`config.mk`:
```
export PLATFORM = sky130hd
export DESIGN_NAME = wisu_div
export DESIGN_NICKNAME = d
export VERILOG_FILES = /design/src/design/wisu_pkg.sv /design/src/design/wisu_div.sv
export SDC_FILE = /design/constraint.sdc
export NUM_CORES = 1
export LEC_CHECK = 0
export BUFFER_PORTS_ARGS = -buffer_cell sky130_fd_sc_hd__buf_2
export CAP_MARGIN = 20
export CORE_MARGIN = 3
export CORE_UTILIZATION = 30
export DETAILED_ROUTE_END_ITERATION = 16
export GPL_TIMING_DRIVEN = 1
export PLACE_DENSITY_LB_ADDON = 0.1
export SKIP_CTS_REPAIR_TIMING = 1
export SYNTH_ARGS = -nofsm -noshare
export SYNTH_HDL_FRONTEND = slang
export SYNTH_SLANG_ARGS = --single-unit
export TNS_END_PERCENT = 5
```
`constraint.sdc`:
```
create_clock -name clk -period 2.8 [get_ports clk]
set_clock_uncertainty 0.05 [all_clocks]
set_input_delay 0.28 -clock clk [delete_from_list [all_inputs] [get_ports clk]]
set_output_delay 0.28 -clock clk [all_outputs]
set_load 0.02 [all_outputs]
```
`src/design/wisu_pkg.sv`:
```
package wisu_pkg;

  // fixed widths of the transfer fields
  localparam int SLOT_IN_W = 6;
  localparam int STAMP_W   = 64;
  localparam int AVG_W     = 40;
  localparam int MAX_W     = 32;
  localparam int COUNT_W   = 7;

  // fraction bits of the average
  localparam int FRAC_W    = 8;

endpackage

```
`src/design/wisu_div.sv`:
```
module wisu_div #(
  parameter int DVW = 47,
  parameter int DSW = 7,
  localparam int STW = $clog2(DVW + 1)
) (
  input  logic                         clk,
  input  logic                         rst_n,
  input  logic                         start,
  input  logic [DVW-1:0]               dividend,
  input  logic [DSW-1:0]               divisor,
  output logic                         busy,
  output logic [wisu_pkg::AVG_W-1:0]   quotient
);
  import wisu_pkg::*;

  logic [DVW-1:0]   dv_r;
  logic [DSW-1:0]   dsr_r;
  logic [DSW-1:0]   rem_r;
  logic [AVG_W-1:0] q_r;
  logic [STW-1:0]   step_r;
  logic             busy_r;
  logic [DSW:0]     rem_sh;
  logic [DSW:0]     rem_sub;
  logic             ge;

  // one restoring step: shift in a dividend bit, subtract if it fits
  assign rem_sh  = {rem_r, dv_r[DVW-1]};
  assign ge      = rem_sh >= {1'b0, dsr_r};
  assign rem_sub = rem_sh - {1'b0, dsr_r};

  always_ff @(posedge clk) begin
    if (!rst_n) begin
      busy_r <= 1'b0;
      step_r <= '0;
    end else if (start) begin
      busy_r <= 1'b1;
      step_r <= STW'(DVW);
    end else if (busy_r) begin
      step_r <= step_r - 1'b1;
      if (step_r == STW'(1)) begin
        busy_r <= 1'b0;
      end
    end
  end

  // datapath, quotient keeps its low bits only
  always_ff @(posedge clk) begin
    if (start) begin
      dv_r  <= dividend;
      dsr_r <= divisor;
      rem_r <= '0;
      q_r   <= '0;
    end else if (busy_r) begin
      dv_r  <= dv_r << 1;
      rem_r <= ge ? DSW'(rem_sub) : DSW'(rem_sh);
      q_r   <= {q_r[AVG_W-2:0], ge};
    end
  end

  assign busy     = busy_r;
  assign quotient = q_r;

endmodule

```
# After elaboration in Yosys (flattened, before gate mapping)
# Cells that the tools add are included.
# Widths: inputs -> output; s select.
[word_totals]
elab_cells = 22
out_inout_bits = 41
latch_bits = 0
ram_bits = 0
reg_bits = 108
mem_count = 0
rom_bits = 0
in_bits = 57
[op_classes]
n_div = 0
order_cmp = 1
muxes = 8
shift = 0
n_mul = 0
eq_ne = 1
n_reduce_logical = 2
addsub = 2
n_bitwise = 1
[op_table]
columns = ["cell", "n"]
rows = [
  ["$mux 47", 2],
  ["$mux 6", 2],
  ["$ge 8x7->1", 1],
  ["$mux 7", 1],
  ["$sub 7x7->7", 1],
  ["$eq 6x1->1 const B", 1],
  ["$sub 6x1->6 const B", 1],
  ["$mux 1", 3],
  ["$reduce_bool 2->1", 1],
  ["$reduce_or 2->1", 1],
  ["$not 1->1", 1],
]

# Depth between registers and ports, before layout
# Gate-level depths: netlist of run 1.
[logic_depth]
word_depth = 4
depth_mapped = 8
depth_no_buf = 8

# Least setup slack after synthesis of run 1
# OpenSTA, ideal clock, no wires.
[synth_timing]
path_type = "register to register"
start = "reg dv_r[46]"
end = "reg rem_r[0]"
setup_ns = 0.079
setup_slack_ns = 0.578
n_path_buf = 0
synth_period_minus_slack_ns = 2.222
t_required_ns = 2.671
arrival_ns = 2.092
path_stages_with_launch = 9
path_cell_list = "edfxtp_1 > inv_1 > ha_1 > fa_1 > nand2b_1 > o2bb2ai_1 > o211ai_4 > mux2_4 > a211oi_2"
[synth_via]
elab_chain_len = 2
word_cells_on_any_way = 3
classes_between = "add/sub: 1; order compare: 1; mux: 1"
[synth_lines]
columns = ["item", "line_no", "text"]
rows = [
  ["from (decl)", "wisu_div.sv:16", "logic [DVW-1:0] dv_r;"],
  ["from (signal assigned)", "wisu_div.sv:49", "dv_r <= dividend;"],
  ["from (signal assigned)", "wisu_div.sv:54", "dv_r <= dv_r << 1;"],
  ["$sub 7x7->7 or $ge 8x7->1 (tied branches)", "wisu_div.sv:29, wisu_div.sv:28", ""],
  ["$mux 7 *", "wisu_div.sv:55", "rem_r <= ge ? DSW'(rem_sub) : DSW'(rem_sh);"],
  ["to (signal assigned)", "wisu_div.sv:55", ""],
  ["to (decl)", "wisu_div.sv:18", "logic [DSW-1:0] rem_r;"],
]
# Mark *: on every way between the ends. The rest lies on a longest branch, timed or not.
# A chain may end at the register's enable or synchronous reset.

# Final worst setup path of run 1
[layout_timing]
start = "reg dsr_r[0]"
end = "reg rem_r[0]"
[layout_via]
elab_chain_len = 2
word_cells_on_any_way = 3
classes_between = "add/sub: 1; order compare: 1; mux: 1"
[layout_lines]
columns = ["item", "line_no", "text"]
rows = [
  ["from (decl)", "wisu_div.sv:17", "logic [DSW-1:0] dsr_r;"],
  ["from (signal assigned)", "wisu_div.sv:50", "dsr_r <= divisor;"],
  ["$sub 7x7->7 or $ge 8x7->1 (tied branches)", "wisu_div.sv:29, wisu_div.sv:28", ""],
  ["$mux 7 *", "wisu_div.sv:55", ""],
]
# Marks and branches as above.

==> results of run 1 <==
-- power by group --
part | internal (mW) | switching (mW) | total (mW)
logic | 0.186 | 0.183 | 0.369
registers | 1.77 | 0.0369 | 1.81
clock network | 0.893 | 0.565 | 1.46
total | 2.85 | 0.784 | 3.64
-- kinds of logic after synthesis --
logic type | synth area share
simple gates | 0.07392
flops | 0.5913
fa+ha+maj | 0.02902
mux | 0.2152
xor+xnor | 0.01533
compound gates | 0.04873
buf+inv | 0.02655
-- metal layers --
| metal | vias up | part of all wire | wire length, um |
|---|---|---|---|
| met5 | - | 0 | 0 |
| met1 | 1399 | 0.46 | 4136 |
| li1 | 1451 | - | - |
| met3 | 10 | 0.065 | 574 |
| met4 | 0 | 0.014 | 122 |
| met2 | 58 | 0.46 | 4061 |
-- flip-flops by register name (all words and copies together) (netlist names) --
register	count
step_r	6
dv_r	47
quotient	40
busy	1
rem_r	7
dsr_r	7
-- metrics by stage --
step / hold slack (ns) / total power [mW] / area [um^2]
global placement: 0.4100 / 2.218 / 5279
CTS: 0.03270 / 3.708 / 5634
floorplan: 0.3289 / 2.107 / 4571
finish: 0.05645 / 3.638 / 5634
detailed placement: 0.4088 / 2.219 / 5279
global route: 0.03547 / 3.831 / 5634
-- worst min-delay path by stage --
stage and endpoint:
2_1_floorplan dsr_r[0], 3_3_place_gp dsr_r[2], 3_5_place_dp dsr_r[2], 4_1_cts dsr_r[3]
5_1_grt dsr_r[3], 6_report dsr_r[3]
-- cell type report --
type / count / area [um^2] / share of cell area
multi-input cells: 214 / 1747 / 0.3100
repair buffers: 103 / 545.5 / 0.09682
inverters: 14 / 52.55 / 0.009327
well taps: 184 / 230.2 / 0.04086
flip-flops and latches: 108 / 2704 / 0.4799
clock buffers: 13 / 302.8 / 0.05374
clock inverters: 3 / 52.55 / 0.009327
-- synthesized netlist by cell type, drive strengths merged (5+ instances only) --
master	n
ha	9
dfxtp	54
mux2i	45
edfxtp	54
nand2	6
inv	14
clkbuf	10
nor3	5
mux2	47
buf	7
nor2	50
o21a	5
a21oi	6
-- placed cells by master (no fill, tap or decap), types with 2 or more instances in the layout --
master      n
a21oi_1     6
buf_2      96
buf_4       6
clkbuf_16  11
clkbuf_8    2
dfxtp_1    53
edfxtp_1   54
ha_1        9
inv_1      13
mux2_2     46
mux2i_1    45
nand2_1     6
nand2b_1    3
nor2_1     50
nor2b_1     3
nor3_1      5
nor3b_1     2
o21a_1      5
o21ai_0     4
o31ai_1     2
xnor2_1     4
xor2_1      4
-- worst register-to-register path, cell delays in order (launching register included) --
cell and delay, ns:
edfxtp_1 0.38, ha_1 0.21, fa_1 0.40, nand2b_1 0.18
o2bb2ai_1 0.19, o211ai_4 0.26, mux2_4 0.33, a211oi_2 0.20
==> out/qor.txt, run 1 <==
Layout cell share with drive strength beyond 1 - 0.3780
Clock transition at the registers of the reported paths - 0.07 ns
Main synth FF type - edfxtp_1
CP Cell Sequence - ha_1 > fa_1 > nand2b_1 > o2bb2ai_1 > o211ai_4 > mux2_4 > a211oi_2
CP startpoint - dsr_r[0]
Max-cap violation count - 0
Cells after synthesis - 353
Unique masters post-synth - 41
Full die area - 16,750 um^2
Maximum VDD drop - 0.4615 mV
Total wire length - 8895 um
# placed instances - 623
Final min period - 2.268 ns
Port Buffers - 97
Htree depth - 3
Slowest cell on crit path - fa_1
CORE AREA - 14,700 um^2
HP Class - in -> reg
Largest net degree at the start of global routing - 55
Antenna violations before repair - 0
Measured slew at the worst slew-check pin - 0.6686 ns
CP max stage delay - 0.40 ns
CP required - 3.02 ns
Routed length per instance - 13.92 um
Worst R2R Setup Slack - 0.53 ns
Post-Syn Area per Cell - 12.95 um^2
CP Launch Type - register
Synth area leader - edfxtp_1
Dpl ws - 0.5357 ns
Die H - 129.4 um
Root cell of the clock tree - clkbuf_16
Post-Syn Nets - 420
Worst rel slew slack - 0.5542
Routed Antenna Nets - 0
Util after Layout - 0.3833
Gr ovfl total - 0
Final setup viols - 0
First-pass GRT wire length - 15,110 um
CTS tree - yes
GRT busiest layer - met2
Max-slew violation count - 0
Die X - 129.4 um
Num rows - 44
Worst Reg-to-Reg Cells - 7
CP endpoint kind - register
Placer Congestion - 0.7737
Worst EP arrival - 2.49 ns
Critical Path Stages - 7
Area Growth Syn to Fin - 23.27%
Ys Warns - 0
M3 GR Usage - 0.05029
Hold path cells - 1
Vias per cell - 4.567
Unrepaired setup endpoints after global routing - false
Initial cell density of the core - 0.3109
CTS sink count - 108
Antenna cell count - 0
Status - finished, final reports clean
Worst Slack Setup Final - 0.5322 ns
Synth top area share - 0.3548
Drt first pass iters - 4
Synth async-reset ratio - 0
Non-Filler Instances - 639
Flops & latches, synth - 108
Crit-path max FO - 4
DRC Markers - 0
Filler instances - 1,440
Register area share after synthesis - 0.5913
Met2 track utilization from global routing - 0.1701
Reg-to-reg critical path endpoint - rem_r[0]
Nets - 517
Total number of vias - 2,918
RR Startpoint - dsr_r[0]
Overall Global Routing Usage - 0.1150
CP bufs+invs - 0
Crit-path leading delay family - compound AO/OA/AOI/OAI gates
CTS Buf Count - 9
Initial drt markers - 201
Hold path startpoint - divisor[3]
Setup TNS - 0 ns
Number of synthesized flops with an enable pin - 54
Worst skew pair latency - 0.35 ns
Critical Path Sink - rem_r[0]
Final hold viol count - 0
Top cells by area, synth - edfxtp_1 (35%), dfxtp_1 (24%), mux2_2 (11%)
Mapped cell area - 4571 um^2
Fin crit share - 0.8099
Pleak - 2.363 nW
Grt met1 use - 0.1514
P per Cell Area - 645.7 nW/um^2
Critical path type - reg -> reg
Final HPWL DP - 5889 um
F_max - 441.0 MHz
Top Ports - 98
Vias in the first global route - 2,959
CTS max path bufs - 2
Note: power is estimated with default switching activity, not from simulation.
==> run 2: changes to the inputs <==
==> constraint.sdc (replaced) <==
create_clock -name clk -period 1.9 [get_ports clk]
set_clock_uncertainty 0.05 [all_clocks]
set_input_delay 0.19 -clock clk [delete_from_list [all_inputs] [get_ports clk]]
set_output_delay 0.19 -clock clk [all_outputs]
set_load 0.02 [all_outputs]
==> out/qor.txt, run 2 (synthesis gave the netlist of run 1 again) <==
Routed length per instance - 14.14 um
Measured slew at the worst slew-check pin - 0.6172 ns
Final min period - 2.110 ns
Area Growth Syn to Fin - 28.66%
Vias in the first global route - 2,994
Worst EP arrival - 2.34 ns
Worst skew pair latency - 0.36 ns
# placed instances - 640
CTS Buf Count - 9
Largest Register - dv_r
Critical path type - reg -> reg
DRC Markers - 0
Max-cap violation count - 0
Final setup viols - 7
Root cell of the clock tree - clkbuf_16
NetSw - 1.294 mW
Area of the multi-input gates - 1802 um^2
Drt first pass iters - 4
Full die area - 16,750 um^2
First-pass GRT wire length - 15,360 um
Initial drt markers - 199
Max-slew violation count - 0
CTS tree - yes
CORE AREA - 14,700 um^2
CP required - 2.13 ns
Switching Fraction - 0.2436
Htree depth - 3
Total number of vias - 2,993
CTS sink count - 108
Reg power frac - 0.502
Int Power - 4.020 mW
Antenna violations before repair - 2
Leading cell type in the layout, fill and taps excluded - buf_2
Die H - 129.4 um
Die X - 129.4 um
Total power - 5.314 mW
Gr ovfl total - 0
Setup TNS - -1.024 ns
Unrepaired setup endpoints after global routing - true
Final HPWL DP - 6297 um
Routed Antenna Nets - 0
Initial cell density of the core - 0.3109
Maximum VDD drop - 0.4641 mV
Commonest non-fill, non-tap cells in the layout - buf_2 (96), edfxtp_1 (54), dfxtp_1 (53)
Crit-path max FO - 4
Port Buffers - 97
Num rows - 44
Final hold viol count - 0
Failing checks - negative setup slack
Fin crit share - 1.111
Antenna cell count - 0
Status - finished, violations left
Largest net degree at the start of global routing - 69
Overall Global Routing Usage - 0.1183
Clock transition at the registers of the reported paths - 0.08 ns
F_max - 473.9 MHz
Logic pwr share - 0.122
Vias per cell - 4.501
Layout cell share with drive strength beyond 1 - 0.4137
Worst Slack Setup Final - -0.2103 ns
Total wire length - 9403 um
Placer Congestion - 0.8043
Worst rel slew slack - 0.5886
Clk pwr share - 0.376
CP endpoint kind - register
Max FFs per register - 47
Sequential Area - 2704 um^2
CTS max path bufs - 2
CP Launch Type - register
Non-Filler Instances - 665
HP Class - in -> reg
Nets - 543
Top Ports - 98
Pleak - 2.469 nW
P per Cell Area - 903.7 nW/um^2
Filler instances - 1,414
run 2: worst paths after layout:
kind | to | cells past startpoint | slack (ns) | start
max | rem_r[0] | 7 | -0.21 | dsr_r[0]
min | step_r[1] | 2 | 0.07 | rst_n
max reg2reg | rem_r[0] | 7 | -0.21 | dsr_r[0]
min reg2reg | rem_r[5] | 2 | 0.45 | rem_r[5]
run 2: final cells by class:
class	count	share of cell area
clock buffer	9	0.03830
clock inverter	7	0.01660
inverter	14	0.009574
multi-input combinational	214	0.3064
sequential	108	0.4598
tap	184	0.03915
timing repair buffer	129	0.1302
run 2: power groups by stage:
stage          clock [mW]  sequential, mW  combinational (mW)
2_1_floorplan           0            2.71               0.420
3_3_place_gp            0            2.72               0.619
3_5_place_dp            0            2.72               0.623
4_1_cts              2.11            2.67               0.627
5_1_grt              2.18            2.68               0.718
6_report             2.00            2.67               0.647
run 2: worst max-delay path, cell delays in order, from the launching register on:
cell       delay [ns]
edfxtp_1         0.38
ha_2             0.19
fa_2             0.34
nand2b_4         0.16
o2bb2ai_4        0.15
o211ai_4         0.27
mux2_4           0.34
a211oi_2         0.16
run 2: stage by stage:
stage                 util  instance area [um^2]  hold slack [ns]  setup slack, ns
detailed placement  0.3707                  5449           0.3206          -0.2533
global route        0.4001                  5881          0.04994          -0.2646
CTS                 0.3927                  5772         -0.06540          -0.2722
finish              0.4001                  5881          0.07106          -0.2103
floorplan                -                  4613           0.2389          -0.2335
global placement    0.3707                  5449           0.3199          -0.2043
run 2: per-layer routing:
| metal | global-route usage | vias to the layer above | share of wire |
|---|---|---|---|
| met5 | 0 | - | 0.0023 |
| met4 | 0.04401 | 4 | 0.022 |
| met2 | 0.1817 | 56 | 0.47 |
| met3 | 0.05400 | 18 | 0.063 |
| li1 | - | 1507 | - |
| met1 | 0.1469 | 1408 | 0.44 |
==> run 3: changes to the inputs <==
--- a/config.mk
+++ b/config.mk
@@ -12,7 +12,7 @@
 export DETAILED_ROUTE_END_ITERATION = 16
 export GPL_TIMING_DRIVEN = 1
 export PLACE_DENSITY_LB_ADDON = 0.1
-export SKIP_CTS_REPAIR_TIMING = 1
+export SETUP_SLACK_MARGIN = 0.2
 export SYNTH_ARGS = -nofsm -noshare
 export SYNTH_HDL_FRONTEND = slang
 export SYNTH_SLANG_ARGS = --single-unit
==> out/qor.txt, run 3 (synthesis gave the netlist of run 1 again) <==
CTS Buf Count - 9
Fin crit share - 1.059
Setup TNS - -0.5749 ns
Pleak - 2.473 nW
Critical Path Stages - 7
Max-cap violation count - 0
Critical Path Sink - rem_r[0]
Worst Slack Setup Final - -0.1124 ns
CTS max path bufs - 2
Root cell of the clock tree - clkbuf_16
Unrepaired setup endpoints after global routing - true
P per Cell Area - 897.1 nW/um^2
Hold path startpoint - dividend[0]
F_max - 496.9 MHz
Failing checks - negative setup slack
Htree depth - 3
Slowest cell on crit path - edfxtp_1
Total wire length - 9207 um
Worst Reg-to-Reg Cells - 7
Final min period - 2.012 ns
Total number of vias - 2,976
CP bufs+invs - 0
Die H - 129.4 um
CP startpoint - dsr_r[0]
Area of the multi-input gates - 1790 um^2
Worst EP arrival - 2.23 ns
Largest net degree at the start of global routing - 36
Full die area - 16,750 um^2
RR Startpoint - dsr_r[0]
Area Growth Syn to Fin - 28.52%
CTS tree - yes
Worst skew pair latency - 0.35 ns
Final setup viols - 7
Max FFs per register - 47
Initial cell density of the core - 0.3109
Nets - 544
Layout cell share with drive strength beyond 1 - 0.4108
Placer Congestion - 0.7524
CP Cell Sequence - ha_2 > fa_2 > nand2b_4 > o2bb2ai_4 > o211ai_4 > mux2_4 > a211oi_2
Status - finished, violations left
Measured slew at the worst slew-check pin - 0.4295 ns
Antenna cell count - 0
Vias in the first global route - 2,983
CP endpoint kind - register
Vias per cell - 4.468
Leading cell type in the layout, fill and taps excluded - buf_2
Clock transition at the registers of the reported paths - 0.07 ns
Drt first pass iters - 4
WHS - 0.07271 ns
Gr ovfl total - 0
CP required - 2.12 ns
CP Launch Type - register
Worst rel slew slack - 0.7096
Worst R2R Setup Slack - -0.11 ns
Crit-path max FO - 3
CP max stage delay - 0.37 ns
Largest Register - dv_r
HP Class - in -> reg
Non-Filler Instances - 666
Reg-to-reg critical path endpoint - rem_r[0]
Antenna violations before repair - 0
Final HPWL DP - 6427 um
Overall Global Routing Usage - 0.1175
Total power - 5.270 mW
Max-slew violation count - 0
Dpl ws - -0.1835 ns
CTS sink count - 108
First-pass GRT wire length - 15,280 um
Port Buffers - 97
Final hold viol count - 0
Sequential Area - 2704 um^2
Num rows - 44
Filler instances - 1,427
Die X - 129.4 um
Routed Antenna Nets - 0
Routed length per instance - 13.82 um
Commonest non-fill, non-tap cells in the layout - buf_2 (96), edfxtp_1 (54), dfxtp_1 (53)
CORE AREA - 14,700 um^2
Critical path type - reg -> reg
Top Ports - 98
DRC Markers - 0
Initial drt markers - 138
Maximum VDD drop - 0.5886 mV
# placed instances - 642
Crit-path leading delay family - adder cells
run 3: changes by cell type in the layout (fill, tap and decap cells not counted), moves of 2 or more:
cell / previous run / this run
inv_6: 2 / 0
clkinv_8: 2 / 0
clkinv_4: 2 / 0
clkbuf_8: 0 / 2
run 3: worst reg2reg max path: cells and delay by family, from the launching register on:
| kind | cells | cell delay [ns] |
|---|---|---|
| adder cells (fa/ha/maj) | 2 | 0.52 |
| AO/OA/AOI/OAI | 3 | 0.51 |
| flip-flops | 1 | 0.37 |
| multiplexers | 1 | 0.33 |
| AND/OR/NAND/NOR | 1 | 0.16 |
run 3: report_power, final:
group | total (mW) | switching [mW] | internal [mW]
Combinational | 0.645 | 0.300 | 0.345
Clock | 1.96 | 0.855 | 1.11
Sequential | 2.66 | 0.0508 | 2.61
Total | 5.27 | 1.21 | 4.06
run 3: worst min-delay path by stage:
stage / endpoint / slack (ns) / depth (start not counted)
6_report: dv_r[0] / 0.07 / 2
5_1_grt: dv_r[0] / 0.06 / 2
4_1_cts: dv_r[0] / 0.05 / 2
3_5_place_dp: dsr_r[2] / 0.32 / 1
3_3_place_gp: dsr_r[6] / 0.32 / 1
2_1_floorplan: dsr_r[0] / 0.24 / 0
run 3: metrics by stage:
| step | util | instance area (um^2) |
|---|---|---|
| finish | 0.3996 | 5874 |
| global route | 0.3996 | 5874 |
| CTS | 0.3993 | 5869 |
| detailed placement | 0.3726 | 5477 |
| global placement | 0.3726 | 5477 |
| floorplan | - | 4624 |
run 3: layer usage:
| layer | global-route usage | up-vias | part of all wire |
|---|---|---|---|
| li1 | - | 1510 | - |
| met1 | 0.1504 | 1390 | 0.46 |
| met2 | 0.1799 | 66 | 0.46 |
| met3 | 0.04575 | 10 | 0.061 |
| met4 | 0.04584 | 0 | 0.017 |
| met5 | 0 | - | 0 |
run 3: final cells by class:
cell class                 count  share of cell area
tap                          184             0.03919
multi-input combinational    214              0.3048
inverter                      14            0.009585
sequential                   108              0.4603
clock buffer                  12             0.04366
timing repair buffer         130              0.1331
clock inverter                 4            0.009372
run 3: repair_timing:
item,4_1_cts,5_1_grt
endpoints found under the setup margin,9,9
resized for setup,2,2
pin swaps,6,3
endpoints found under the hold margin,7,0
buffers inserted,1,0
hold buffers,7,0
